File: config.mk
export PLATFORM = sky130hd
export DESIGN_NAME = hsv_to_rgb_converter_core
export DESIGN_NICKNAME = d
export VERILOG_FILES = /design/src/rtl/core/hsv2rgb_pkg.sv /design/src/rtl/core/hsv2rgb_sector.sv /design/src/rtl/core/hsv2rgb_frac.sv /design/src/rtl/core/hsv2rgb_chan.sv /design/src/rtl/core/hsv_to_rgb_converter_core.sv
export SDC_FILE = /design/constraint.sdc
export NUM_CORES = 2
export LEC_CHECK = 0
export BUFFER_PORTS_ARGS = -buffer_cell sky130_fd_sc_hd__buf_2
export CORE_MARGIN = 1
export CORE_UTILIZATION = 48
export DETAILED_ROUTE_END_ITERATION = 7
export REMOVE_ABC_BUFFERS = 1
export SYNTH_ARGS = -nofsm -noshare
export SYNTH_HDL_FRONTEND = slang
export SYNTH_HIERARCHICAL = 1
export SYNTH_SLANG_ARGS = --single-unit
File: constraint.sdc
create_clock -name clk_i -period 11.9 [get_ports clk_i]
set_input_delay 0.595 -clock clk_i [delete_from_list [all_inputs] [get_ports clk_i]]
set_output_delay 0.595 -clock clk_i [all_outputs]
set_load 0.05 [all_outputs]
File: src/rtl/core/hsv2rgb_pkg.sv
// ----------------------------------------------------------------------------
// hsv2rgb_pkg
// Shared widths, constants, sector codes and stage payload types of the
// hsv to rgb converter pipeline.
// ----------------------------------------------------------------------------
package hsv2rgb_pkg;

  // hue fixed-point format
  localparam int HUE_FRAC_BITS = 8;
  localparam int HUE_W         = 17;
  localparam int CHAN_W        = 8;

  // degrees per sector and full circle, in hue units
  localparam int DIV_DEG       = 60;
  localparam int SECTOR_WIDTH  = DIV_DEG << HUE_FRAC_BITS;
  localparam int HUE_FULL      = 360 << HUE_FRAC_BITS;
  localparam int REM_W         = $clog2(SECTOR_WIDTH);

  // fraction within a sector, unsigned q0.16
  localparam int F_W           = 16;

  // remainder scaled so that f = x / 60
  localparam int X_W           = REM_W + F_W - HUE_FRAC_BITS;
  localparam int F_RECIP       = (2 ** X_W) / DIV_DEG;
  localparam int RECIP_W       = $clog2(F_RECIP + 1);

  // p, q and t numerators are 255 * 2^16 - sat * g
  localparam int CHAN_MAX      = 255;
  localparam int TERM_W        = CHAN_W + F_W;
  localparam int ONE_SCALED    = CHAN_MAX << F_W;
  localparam int NUM_TERMS     = 3;

  // hue sectors of 60 degrees
  typedef enum logic [2:0] {
    SEC_0 = 3'd0,
    SEC_1 = 3'd1,
    SEC_2 = 3'd2,
    SEC_3 = 3'd3,
    SEC_4 = 3'd4,
    SEC_5 = 3'd5
  } sector_e;

  // sector stage output
  typedef struct packed {
    sector_e             sector;
    logic [REM_W-1:0]    rem;
    logic [CHAN_W-1:0]   sat;
    logic [CHAN_W-1:0]   val;
  } sec_t;

  // fraction stage output
  typedef struct packed {
    sector_e             sector;
    logic [F_W-1:0]      f;
    logic [CHAN_W-1:0]   sat;
    logic [CHAN_W-1:0]   val;
  } frac_t;

  // one rgb pixel
  typedef struct packed {
    logic [CHAN_W-1:0]   blue;
    logic [CHAN_W-1:0]   green;
    logic [CHAN_W-1:0]   red;
  } rgb_t;

endpackage

File: src/rtl/core/hsv2rgb_sector.sv
// ----------------------------------------------------------------------------
// hsv2rgb_sector
// Zeroes out-of-range hue, finds its 60 degree sector and remainder in it.
// One register stage.
// ----------------------------------------------------------------------------
module hsv2rgb_sector (
  input  logic                                clk_i,
  input  logic                                rst_ni,
  input  logic                                valid_i,
  output logic                                ready_o,
  input  logic [hsv2rgb_pkg::HUE_W-1:0]       hue_i,
  input  logic [hsv2rgb_pkg::CHAN_W-1:0]      sat_i,
  input  logic [hsv2rgb_pkg::CHAN_W-1:0]      val_i,
  output logic                                valid_o,
  input  logic                                ready_i,
  output hsv2rgb_pkg::sec_t                   sec_o
);
  import hsv2rgb_pkg::*;

  logic             v_q;
  sec_t             sec_q;
  sec_t             sec_d;
  logic [HUE_W-1:0] hue_c;
  logic [HUE_W-1:0] base;
  logic             stage_rdy;

  // out-of-range hue to zero, sector compare and remainder
  always_comb begin
    hue_c = (hue_i >= HUE_W'(HUE_FULL)) ? '0 : hue_i;
    if (hue_c >= HUE_W'(5 * SECTOR_WIDTH)) begin
      sec_d.sector = SEC_5;
      base         = HUE_W'(5 * SECTOR_WIDTH);
    end else if (hue_c >= HUE_W'(4 * SECTOR_WIDTH)) begin
      sec_d.sector = SEC_4;
      base         = HUE_W'(4 * SECTOR_WIDTH);
    end else if (hue_c >= HUE_W'(3 * SECTOR_WIDTH)) begin
      sec_d.sector = SEC_3;
      base         = HUE_W'(3 * SECTOR_WIDTH);
    end else if (hue_c >= HUE_W'(2 * SECTOR_WIDTH)) begin
      sec_d.sector = SEC_2;
      base         = HUE_W'(2 * SECTOR_WIDTH);
    end else if (hue_c >= HUE_W'(SECTOR_WIDTH)) begin
      sec_d.sector = SEC_1;
      base         = HUE_W'(SECTOR_WIDTH);
    end else begin
      sec_d.sector = SEC_0;
      base         = '0;
    end
    sec_d.rem = REM_W'(hue_c - base);
    sec_d.sat = sat_i;
    sec_d.val = val_i;
  end

  assign stage_rdy = !v_q || ready_i;

  // stage valid
  always_ff @(posedge clk_i or negedge rst_ni) begin
    if (!rst_ni) begin
      v_q <= 1'b0;
    end else if (stage_rdy) begin
      v_q <= valid_i;
    end
  end

  // stage payload
  always_ff @(posedge clk_i) begin
    if (stage_rdy && valid_i) begin
      sec_q <= sec_d;
    end
  end

  assign ready_o = stage_rdy;
  assign valid_o = v_q;
  assign sec_o   = sec_q;

  // remainder always lies inside one sector
  a_rem_in_sector: assert property (@(posedge clk_i) disable iff (!rst_ni)
    v_q |-> (32'(sec_q.rem) < SECTOR_WIDTH && sec_q.sector <= SEC_5))
    else $error("sector stage remainder out of range");

endmodule

File: src/rtl/core/hsv2rgb_frac.sv
// ----------------------------------------------------------------------------
// hsv2rgb_frac
// Turns the sector remainder into the q0.16 fraction f = x / 60 by a
// reciprocal multiply followed by a single correction step. Two stages.
// ----------------------------------------------------------------------------
module hsv2rgb_frac (
  input  logic                  clk_i,
  input  logic                  rst_ni,
  input  logic                  valid_i,
  output logic                  ready_o,
  input  hsv2rgb_pkg::sec_t     sec_i,
  output logic                  valid_o,
  input  logic                  ready_i,
  output hsv2rgb_pkg::frac_t    frc_o
);
  import hsv2rgb_pkg::*;

  localparam int                 PROD_W  = X_W + RECIP_W;
  localparam logic [RECIP_W-1:0] RECIP_C = RECIP_W'(F_RECIP);

  // estimate stage
  logic              va_q;
  logic [X_W-1:0]    x_q;
  logic [F_W-1:0]    est_q;
  sector_e           sector_a_q;
  logic [CHAN_W-1:0] sat_a_q;
  logic [CHAN_W-1:0] val_a_q;
  logic [X_W-1:0]    x_d;
  logic [PROD_W-1:0] prod;
  logic              rdy_a;

  // correction stage
  logic              vb_q;
  frac_t             frc_q;
  logic [X_W-1:0]    resid;
  logic [F_W-1:0]    f_d;
  logic              rdy_b;

  assign rdy_b = !vb_q || ready_i;
  assign rdy_a = !va_q || rdy_b;

  // scaled remainder times reciprocal of 60
  always_comb begin
    x_d  = X_W'(sec_i.rem) << (F_W - HUE_FRAC_BITS);
    prod = PROD_W'(x_d) * PROD_W'(RECIP_C);
  end

  // estimate is low by at most one, fix with one compare
  always_comb begin
    resid = x_q - X_W'(est_q) * X_W'(DIV_DEG);
    f_d   = (resid >= X_W'(DIV_DEG)) ? est_q + F_W'(1) : est_q;
  end

  // valid bits
  always_ff @(posedge clk_i or negedge rst_ni) begin
    if (!rst_ni) begin
      va_q <= 1'b0;
      vb_q <= 1'b0;
    end else begin
      if (rdy_a) begin
        va_q <= valid_i;
      end
      if (rdy_b) begin
        vb_q <= va_q;
      end
    end
  end

  // payload
  always_ff @(posedge clk_i) begin
    if (rdy_a && valid_i) begin
      x_q        <= x_d;
      est_q      <= F_W'(prod >> X_W);
      sector_a_q <= sec_i.sector;
      sat_a_q    <= sec_i.sat;
      val_a_q    <= sec_i.val;
    end
    if (rdy_b && va_q) begin
      frc_q.sector <= sector_a_q;
      frc_q.f      <= f_d;
      frc_q.sat    <= sat_a_q;
      frc_q.val    <= val_a_q;
    end
  end

  assign ready_o = rdy_a;
  assign valid_o = vb_q;
  assign frc_o   = frc_q;

  // reciprocal estimate never misses by more than one step
  a_frac_resid: assert property (@(posedge clk_i) disable iff (!rst_ni)
    va_q |-> (resid < X_W'(2 * DIV_DEG)))
    else $error("fraction estimate residue too large");

endmodule

File: src/rtl/core/hsv2rgb_chan.sv
// ----------------------------------------------------------------------------
// hsv2rgb_chan
// Forms the p, q and t numerators, scales them by val, divides by
// 255 * 2^16 and maps the sector onto red, green and blue. Four stages.
// ----------------------------------------------------------------------------
module hsv2rgb_chan (
  input  logic                  clk_i,
  input  logic                  rst_ni,
  input  logic                  valid_i,
  output logic                  ready_o,
  input  hsv2rgb_pkg::frac_t    frc_i,
  output logic                  valid_o,
  input  logic                  ready_i,
  output hsv2rgb_pkg::rgb_t     rgb_o
);
  import hsv2rgb_pkg::*;

  localparam int TERM_P = 0;
  localparam int TERM_Q = 1;
  localparam int TERM_T = 2;
  localparam int N_W    = CHAN_W + TERM_W;
  localparam int Z_W    = 16;
  localparam int ACC_W  = Z_W + CHAN_W;

  // numerator stage
  logic                                va_q;
  logic [NUM_TERMS-1:0][TERM_W-1:0]   m_q;
  logic [NUM_TERMS-1:0][TERM_W-1:0]   m_d;
  sector_e                             sector_a_q;
  logic [CHAN_W-1:0]                   val_a_q;
  logic [F_W:0]                        f_comp;
  logic [TERM_W:0]                     sf_t;
  logic [TERM_W-1:0]                   sf_f;

  // scale stage
  logic                                vb_q;
  logic [NUM_TERMS-1:0][Z_W-1:0]      zb_q;
  logic [NUM_TERMS-1:0][N_W-1:0]      n_d;
  sector_e                             sector_b_q;
  logic [CHAN_W-1:0]                   val_b_q;

  // divide estimate stage
  logic                                vc_q;
  logic [NUM_TERMS-1:0][Z_W-1:0]      zc_q;
  logic [NUM_TERMS-1:0][CHAN_W-1:0]   est_q;
  logic [NUM_TERMS-1:0][ACC_W-1:0]    acc;
  sector_e                             sector_c_q;
  logic [CHAN_W-1:0]                   val_c_q;

  // correction and select stage
  logic                                vd_q;
  rgb_t                                rgb_q;
  rgb_t                                rgb_d;
  logic [NUM_TERMS-1:0][Z_W-1:0]      resid;
  logic [NUM_TERMS-1:0][CHAN_W-1:0]   term;

  logic                                rdy_a;
  logic                                rdy_b;
  logic                                rdy_c;
  logic                                rdy_d;

  assign rdy_d = !vd_q || ready_i;
  assign rdy_c = !vc_q || rdy_d;
  assign rdy_b = !vb_q || rdy_c;
  assign rdy_a = !va_q || rdy_b;

  // numerators 255 * 2^16 - sat * g for g = 2^16, f and 2^16 - f
  always_comb begin
    f_comp         = (F_W+1)'(1 << F_W) - (F_W+1)'(frc_i.f);
    sf_f           = TERM_W'(frc_i.sat) * TERM_W'(frc_i.f);
    sf_t           = (TERM_W+1)'(frc_i.sat) * (TERM_W+1)'(f_comp);
    m_d[TERM_P]    = {CHAN_W'(CHAN_MAX) - frc_i.sat, F_W'(0)};
    m_d[TERM_Q]    = TERM_W'(ONE_SCALED) - sf_f;
    m_d[TERM_T]    = TERM_W'((TERM_W+1)'(ONE_SCALED) - sf_t);
  end

  // val times numerator, drop the 2^16 scale
  always_comb begin
    for (int k = 0; k < NUM_TERMS; k++) begin
      n_d[k] = N_W'(val_a_q) * N_W'(m_q[k]);
    end
  end

  // divide by 255 through z * 257 / 2^16, low by at most one
  always_comb begin
    for (int k = 0; k < NUM_TERMS; k++) begin
      acc[k] = ACC_W'(zb_q[k]) + (ACC_W'(zb_q[k]) << CHAN_W);
    end
  end

  // correction step
  always_comb begin
    for (int k = 0; k < NUM_TERMS; k++) begin
      resid[k] = zc_q[k] - Z_W'(est_q[k]) * Z_W'(CHAN_MAX);
      term[k]  = (resid[k] >= Z_W'(CHAN_MAX)) ? est_q[k] + CHAN_W'(1) : est_q[k];
    end
  end

  // sector mapping
  always_comb begin
    case (sector_c_q)
      SEC_0: begin
        rgb_d.red = val_c_q;      rgb_d.green = term[TERM_T]; rgb_d.blue = term[TERM_P];
      end
      SEC_1: begin
        rgb_d.red = term[TERM_Q]; rgb_d.green = val_c_q;      rgb_d.blue = term[TERM_P];
      end
      SEC_2: begin
        rgb_d.red = term[TERM_P]; rgb_d.green = val_c_q;      rgb_d.blue = term[TERM_T];
      end
      SEC_3: begin
        rgb_d.red = term[TERM_P]; rgb_d.green = term[TERM_Q]; rgb_d.blue = val_c_q;
      end
      SEC_4: begin
        rgb_d.red = term[TERM_T]; rgb_d.green = term[TERM_P]; rgb_d.blue = val_c_q;
      end
      default: begin
        rgb_d.red = val_c_q;      rgb_d.green = term[TERM_P]; rgb_d.blue = term[TERM_Q];
      end
    endcase
  end

  // valid bits
  always_ff @(posedge clk_i or negedge rst_ni) begin
    if (!rst_ni) begin
      va_q <= 1'b0;
      vb_q <= 1'b0;
      vc_q <= 1'b0;
      vd_q <= 1'b0;
    end else begin
      if (rdy_a) begin
        va_q <= valid_i;
      end
      if (rdy_b) begin
        vb_q <= va_q;
      end
      if (rdy_c) begin
        vc_q <= vb_q;
      end
      if (rdy_d) begin
        vd_q <= vc_q;
      end
    end
  end

  // payload
  always_ff @(posedge clk_i) begin
    if (rdy_a && valid_i) begin
      m_q        <= m_d;
      sector_a_q <= frc_i.sector;
      val_a_q    <= frc_i.val;
    end
    if (rdy_b && va_q) begin
      for (int k = 0; k < NUM_TERMS; k++) begin
        zb_q[k] <= n_d[k][N_W-1 -: Z_W];
      end
      sector_b_q <= sector_a_q;
      val_b_q    <= val_a_q;
    end
    if (rdy_c && vb_q) begin
      for (int k = 0; k < NUM_TERMS; k++) begin
        est_q[k] <= acc[k][ACC_W-1 -: CHAN_W];
      end
      zc_q       <= zb_q;
      sector_c_q <= sector_b_q;
      val_c_q    <= val_b_q;
    end
    if (rdy_d && vc_q) begin
      rgb_q <= rgb_d;
    end
  end

  assign ready_o = rdy_a;
  assign valid_o = vd_q;
  assign rgb_o   = rgb_q;

  // quotient estimates are never off by more than one
  a_div_resid: assert property (@(posedge clk_i) disable iff (!rst_ni)
    vc_q |-> (resid[TERM_P] < Z_W'(2 * CHAN_MAX) && resid[TERM_Q] < Z_W'(2 * CHAN_MAX)
              && resid[TERM_T] < Z_W'(2 * CHAN_MAX)))
    else $error("channel divide residue too large");

  // p never exceeds val, so the mapped value channel is the largest
  a_p_below_val: assert property (@(posedge clk_i) disable iff (!rst_ni)
    vc_q |-> (term[TERM_P] <= val_c_q))
    else $error("p term above value");

endmodule

File: src/rtl/core/hsv_to_rgb_converter_core.sv
// Throughput: one beat per cycle while m_axis_tready keeps up, set by the 7-stage
// pipeline with per-stage valid bits.
// Backpressure: a stage advances when the stage after it is empty or moving, so
// bubbles collapse and a held output beat does not block upstream until the pipe fills.
// Reset: asynchronous active-low rst_ni clears all valid bits; payload is not reset.
// ----------------------------------------------------------------------------
// hsv_to_rgb_converter_core
// Streaming hsv to rgb pixel converter: sector split, fraction and channel
// pipeline between a slave and a master stream port.
// ----------------------------------------------------------------------------
module hsv_to_rgb_converter_core (
  input  logic        clk_i,
  input  logic        rst_ni,
  input  logic        s_axis_tvalid,
  output logic        s_axis_tready,
  input  logic [39:0] s_axis_tdata,   // hue_in[16:0], sat_in[24:17], val_in[32:25], zero
  output logic        m_axis_tvalid,
  input  logic        m_axis_tready,
  output logic [23:0] m_axis_tdata    // red_out[7:0], green_out[15:8], blue_out[23:16]
);
  import hsv2rgb_pkg::*;

  localparam int SAT_LO = HUE_W;
  localparam int VAL_LO = HUE_W + CHAN_W;

  logic              sec_valid;
  logic              sec_ready;
  sec_t              sec;
  logic              frc_valid;
  logic              frc_ready;
  frac_t             frc;
  rgb_t              rgb;
  logic [HUE_W-1:0]  hue_in;
  logic [CHAN_W-1:0] sat_in;
  logic [CHAN_W-1:0] val_in;

  // unpack the input beat
  assign hue_in = s_axis_tdata[HUE_W-1:0];
  assign sat_in = s_axis_tdata[SAT_LO +: CHAN_W];
  assign val_in = s_axis_tdata[VAL_LO +: CHAN_W];

  hsv2rgb_sector u_sector (
    .clk_i   (clk_i),
    .rst_ni  (rst_ni),
    .valid_i (s_axis_tvalid),
    .ready_o (s_axis_tready),
    .hue_i   (hue_in),
    .sat_i   (sat_in),
    .val_i   (val_in),
    .valid_o (sec_valid),
    .ready_i (sec_ready),
    .sec_o   (sec)
  );

  hsv2rgb_frac u_frac (
    .clk_i   (clk_i),
    .rst_ni  (rst_ni),
    .valid_i (sec_valid),
    .ready_o (sec_ready),
    .sec_i   (sec),
    .valid_o (frc_valid),
    .ready_i (frc_ready),
    .frc_o   (frc)
  );

  hsv2rgb_chan u_chan (
    .clk_i   (clk_i),
    .rst_ni  (rst_ni),
    .valid_i (frc_valid),
    .ready_o (frc_ready),
    .frc_i   (frc),
    .valid_o (m_axis_tvalid),
    .ready_i (m_axis_tready),
    .rgb_o   (rgb)
  );

  // pack the output beat
  assign m_axis_tdata = rgb;

endmodule

Yosys cells after proc, flatten, opt, wreduce, memory -nomap -nowiden --
Index checks and enable logic that the tools add are counted.
Cells by class: $add $sub $neg 16, multipliers 10, div/mod/pow operators 0, $lt $le $gt $ge 10, eq/ne operators 4, shifts and indexed selects 0, muxes and demuxes 15, bitwise operators 0, reductions and logical operators 23
Operator list (number):
- one-hot mux 24 bit (5 select lines) | 1
- adder 16 x 24 -> 24 bit | 3
- 2-to-1 mux 14 bit | 5
- multiplier 8 x 24 -> 32 bit | 2
- greater-or-equal comparator 16 x 8 -> 1 bit (second input constant) | 3
- multiplier 8 x 8 -> 16 bit (second input constant) | 3
- subtractor 16 bit | 3
- subtractor 24 bit (first input constant) | 2
- greater-or-equal comparator 17 x 16 -> 1 bit (second input constant) | 2
- greater-or-equal comparator 17 bit (second input constant) | 2
- multiplier 14 x 17 -> 30 bit (second input constant) | 1
- adder 8 x 1 -> 8 bit (second input constant) | 3
- multiplier 8 x 16 -> 24 bit | 1
- multiplier 8 x 17 -> 24 bit | 1
- 2-to-1 mux 8 bit | 3
- greater-or-equal comparator 22 x 6 -> 1 bit (second input constant) | 1
- subtractor 22 bit | 1
- multiplier 16 x 4 -> 20 bit (second input constant) | 1
- greater-or-equal comparator 17 x 14 -> 1 bit (second input constant) | 1
- greater-or-equal comparator 17 x 15 -> 1 bit (second input constant) | 1
- 2-to-1 mux 17 bit | 1
- subtractor 17 x 16 -> 17 bit (first input constant) | 1
- adder 16 x 1 -> 16 bit (second input constant) | 1
- multiplier 8 x 8 -> 16 bit | 1
- 13 further kinds | 34
Storage, ports and cells: register bits 357, latch bits 0, bits in writable memories 0, bits in read-only memories 0, word-level logic and storage cells 120, memories 0

Logic depth before layout (Yosys ltp) --
depth in word-level cells 9, mapped depth 29, mapped depth without buffers 26

Hierarchy --
Netlist, hierarchy kept.
Modules (own cells, without submodules):
- hsv2rgb_chan | times used 1, cells an instance 3883, area each 37745.0 um^2, seq. area each 7066.8 um^2
- hsv2rgb_frac | times used 1, cells an instance 630, area each 7134.3 um^2, seq. area each 2572.5 um^2
- hsv2rgb_sector | times used 1, cells an instance 107, area each 1502.7 um^2, seq. area each 1016.0 um^2

Least setup slack after synthesis --
No wires, ideal clock.
path type reg2reg, start reg u_frac.frc_q (netlist bit u_frac/frc_o[20]), end reg u_chan/m_q[71] (netlist bit) (data pin), arrival time 5.900 ns, path slack 5.740 ns, stages on the path, launching flop included 21, clock period less this slack 6.160 ns, path through edfxtp_1 > clkbuf_1 > nor3_1 > nand3b_1 > or2_2 > nor4_1 > xnor2_1 > and2_1 > fa_1 > fa_1 > fa_1 > inv_1 > fa_1 > ha_1 > nand3_1 > a211oi_1 > o41ai_1 > o21ai_0 > a211o_1 > o31a_1 > xnor2_1
RTL lines:
- start, declared | RTL line hsv2rgb_frac.sv:34 | frac_t frc_q;
- end signal, assigned | RTL line hsv2rgb_chan.sv:149 | m_q <= m_d;
- end, declared | RTL line hsv2rgb_chan.sv:27 | logic [NUM_TERMS-1:0][TERM_W-1:0] m_q;

Worst setup path after layout --
start reg u_frac.est_q[3], end reg u_frac.frc_q (netlist bit u_frac/frc_o[17]) (data pin)
Between the ends: cells in the longest elaborated chain, start to end 4
Ends and longest elaborated chain:
- start, declared | RTL line hsv2rgb_frac.sv:24 | logic [F_W-1:0] est_q;
- start signal, assigned | RTL line hsv2rgb_frac.sv:73 | est_q <= F_W'(prod >> X_W);
- multiplier 16 x 4 -> 20 bit | RTL line hsv2rgb_frac.sv:50 | resid = x_q - X_W'(est_q) * X_W'(DIV_DEG);
- subtractor 22 bit | RTL line hsv2rgb_frac.sv:50
- greater-or-equal comparator 22 x 6 -> 1 bit | RTL line hsv2rgb_frac.sv:51 | f_d = (resid >= X_W'(DIV_DEG)) ? est_q + F_W'(1) : est_q;
- 2-to-1 mux 16 bit | RTL line hsv2rgb_frac.sv:51
- via u_frac.f_d[1] | RTL line hsv2rgb_frac.sv:36 | logic [F_W-1:0] f_d;
The timed path passes the listed nets, and every way through them passes these cells. A chain may end at the register's enable or synchronous reset.

==> results_dict.tcl <==
set metrics [dict create \
    grt.total_usage_pct 20.3 \
    whs_ns 0.165 \
    fin_nets 5844 \
    ys_warn_count 6 \
    worstMarginPinSlew_ns 1.06 \
    rsz0062_at_grt "false" \
    grt_max_degree 71 \
    avgViaCountPerCell 5.17 \
    start_util_pct 48.7 \
    wire_per_inst_um 16.1 \
    synth_common_cells "inv_1, fa_1, ha_1" \
    gr-total-overflow 0 \
    startpoint "u_frac/est_q[3]" \
    die_w_um 313 \
    drc 0 \
    antenna_found_initial 0 \
    r2r_start "u_frac/est_q[3]" \
    r2r_end "u_frac/frc_o[17]" \
    synth_cell_types 100 \
    first_global_vias 31800 \
    firstDrtPassIters 5 \
    tritoncts "yes" \
    grt_first_pass_wirelength_um 162000 \
    cts_inserted_buffers 45 \
    htreeDepth 2 \
    ant_nets 0 \
    critPathCapture "u_frac/frc_o[17]" \
    post-cts-setup-buffers 0 \
    layout-area-overhead-vs-synth_pct 6.56 \
    antennaDiodeCount 0 \
    ff2ff_setup_slack_ns 4.77 \
    skew_ns 0.0280 \
    clk_path_buf_depth 3 \
    synth_area_leaders "fa_1, edfxtp_1, ha_1" \
    io_pins 70 \
    rr_worst_depth 24 \
    cp-start-kind "flop" \
    post_cts_resized 0 \
    maxCapViolations 0 \
    cp-end-kind "flop" \
    period_needed_ns 7.13 \
    root_buffer "clkbuf_16" \
    die_h_um 313 \
    worstPathRequired_ns 12.27 \
    fin_area_mm2 0.0494 \
    core_area_mm2 0.0953 \
    synth_edf_count 349 \
    dpl_cell_area_mm2 0.0479 \
    max_clock_freq_ghz 0.140 \
    critPathArrivalTime_ns 7.50 \
    nFillCells 8715 \
    cp_max_fo 17 \
    drt_iter0_drc 1555 \
    ys_seq_area_share_pct 23.0 \
    clk_pin_slew_ns 0.06 \
    synthArstFlopShare_pct 1.97 \
    synth_seq_cells 356 \
    syn_inst 4620 \
    fin_util_pct 51.9 \
    relSlewSlack_pct 28.8 \
    totalWireLength_um 95600 \
    yosysMostFrequentCell "inv_1" \
    clk_latency_ns 0.61 \
    status "completed" \
    hold_viol 0 \
    cts.sinks 356 \
    dp_hpwl_um 75300 \
    gp_congestion 0.850 \
    path_class "flop to flop" \
    holdBufCountCts 1 \
    drive_gt1_share_pct 4.75 \
    finalSetupViolCount 0 \
    drv_slew 0 \
    fin_tns_setup_ns 0 \
    die-area_mm2 0.0979 \
    synth_ff_type "edfxtp_1" \
    hold_class "input pin to flop" \
    synth_top_area_share_pct 27.5 \
    yosysTopAreaCell "fa_1" \
    row_count 113 \
    finalCritPeriodShare_pct 59.9 \
    avgSynthCellArea_um2 10.0 \
    port_buffers 62 \
    syn-cell-area_mm2 0.0464 \
    via_count 30600 \
]
final cells by class:
| cell class | instances | area [um^2] | share of cell area (%) |
|---|---|---|---|
| multi-input cells | 3209 | 31700 | 64.2 |
| flip-flops and latches | 356 | 10700 | 21.6 |
| inverters | 928 | 3480 | 7.05 |
| well taps | 1265 | 1580 | 3.20 |
| clock buffers | 53 | 1180 | 2.38 |
| repair buffers | 87 | 500 | 1.01 |
| clock inverters | 24 | 289 | 0.585 |
worst min-delay path by stage:
stage,startpoint,end,slack (ns),cells after the start
floorplan,rst_ni,u_chan/va_q,0.30,0
CTS,s_axis_tdata[32],u_sector/sec_o[7],0.12,1
global route,s_axis_tdata[32],u_sector/sec_o[7],0.14,1
global placement,u_chan/val_b_q[4],u_chan/val_c_q[4],0.40,0
detailed placement,u_chan/val_b_q[6],u_chan/val_c_q[6],0.40,0
finish,s_axis_tdata[32],u_sector/sec_o[7],0.16,1
placed cells by master (no fill, tap or decap), drive strengths merged, types with 109 or more instances in the layout:
cell type,count
a21oi,140
nand2,435
and2,384
inv,929
o21ai,109
nor2,129
ha,535
fa,638
edfxtp,349
xnor2,160
sequential cells by signal, indices dropped and copies added (netlist names), 3 cells and up:
register	count
u_chan/zb_q	48
u_frac/frc_o	35
u_frac/val_a_q	8
u_chan/est_q	24
u_chan/val_c_q	8
u_chan/val_b_q	8
u_frac/x_q	14
u_chan/sector_c_q	3
u_chan/sector_a_q	3
u_sector/sec_o	33
u_chan/sector_b_q	3
u_frac/est_q	16
u_chan/zc_q	48
u_chan/rgb_o	24
u_chan/val_a_q	8
u_chan/m_q	55
u_frac/sector_a_q	3
u_frac/sat_a_q	8
layer usage:
metal  wire (um)  up-vias  global-route usage [%]
met3        2620      110                    1.73
met1       45700    15100                    28.5
li1            -    14900                       -
met2       44900      423                    33.8
met5           0        -                       0
met4        2370        0                    5.51
logic make-up (layout without fill, tap and decap cells):
logic type                 after synthesis  count (layout)  share of synthesized area (%)
AOI/OAI and AO/OA                      574             574                           8.37
xor gates and xnor gates               200             200                           3.78
adders and majority gates             1173            1173                           42.0
buffers and inverters                 1055            1092                           8.63
DFF                                    356             356                           23.0
muxes                                   20              20                          0.450
and+or+nand+nor                       1242            1242                           13.8
metrics by stage:
stage                     std cells  worst slack [ns]
after floorplan                4493              5.75
after global placement         5844              4.85
after detailed placement       5844              4.79
after CTS                      5922              4.77
after global routing           5922              4.19
final                          5922              4.77
critical path, stage by stage (launching register included):
cell	delay, ns
edfxtp_1	0.50
inv_1	0.21
fa_1	0.46
fa_1	0.49
inv_1	0.04
ha_1	0.31
nor2b_1	0.15
o21ai_0	0.19
a21boi_0	0.13
o21ai_0	0.24
a21oi_1	0.13
o21a_1	0.20
o21ai_0	0.21
nand2b_1	0.11
a21oi_1	0.18
xor2_1	0.18
ha_1	0.36
a21o_1	0.22
a21o_1	0.18
a21oi_1	0.24
o2111ai_1	0.21
o31a_1	0.32
mux2i_1	0.12
nand4bb_1	0.91
o21ai_0	0.60
Power is not shown: default switching activity piles up to over one toggle a cycle in this logic, so the estimate is an artifact.
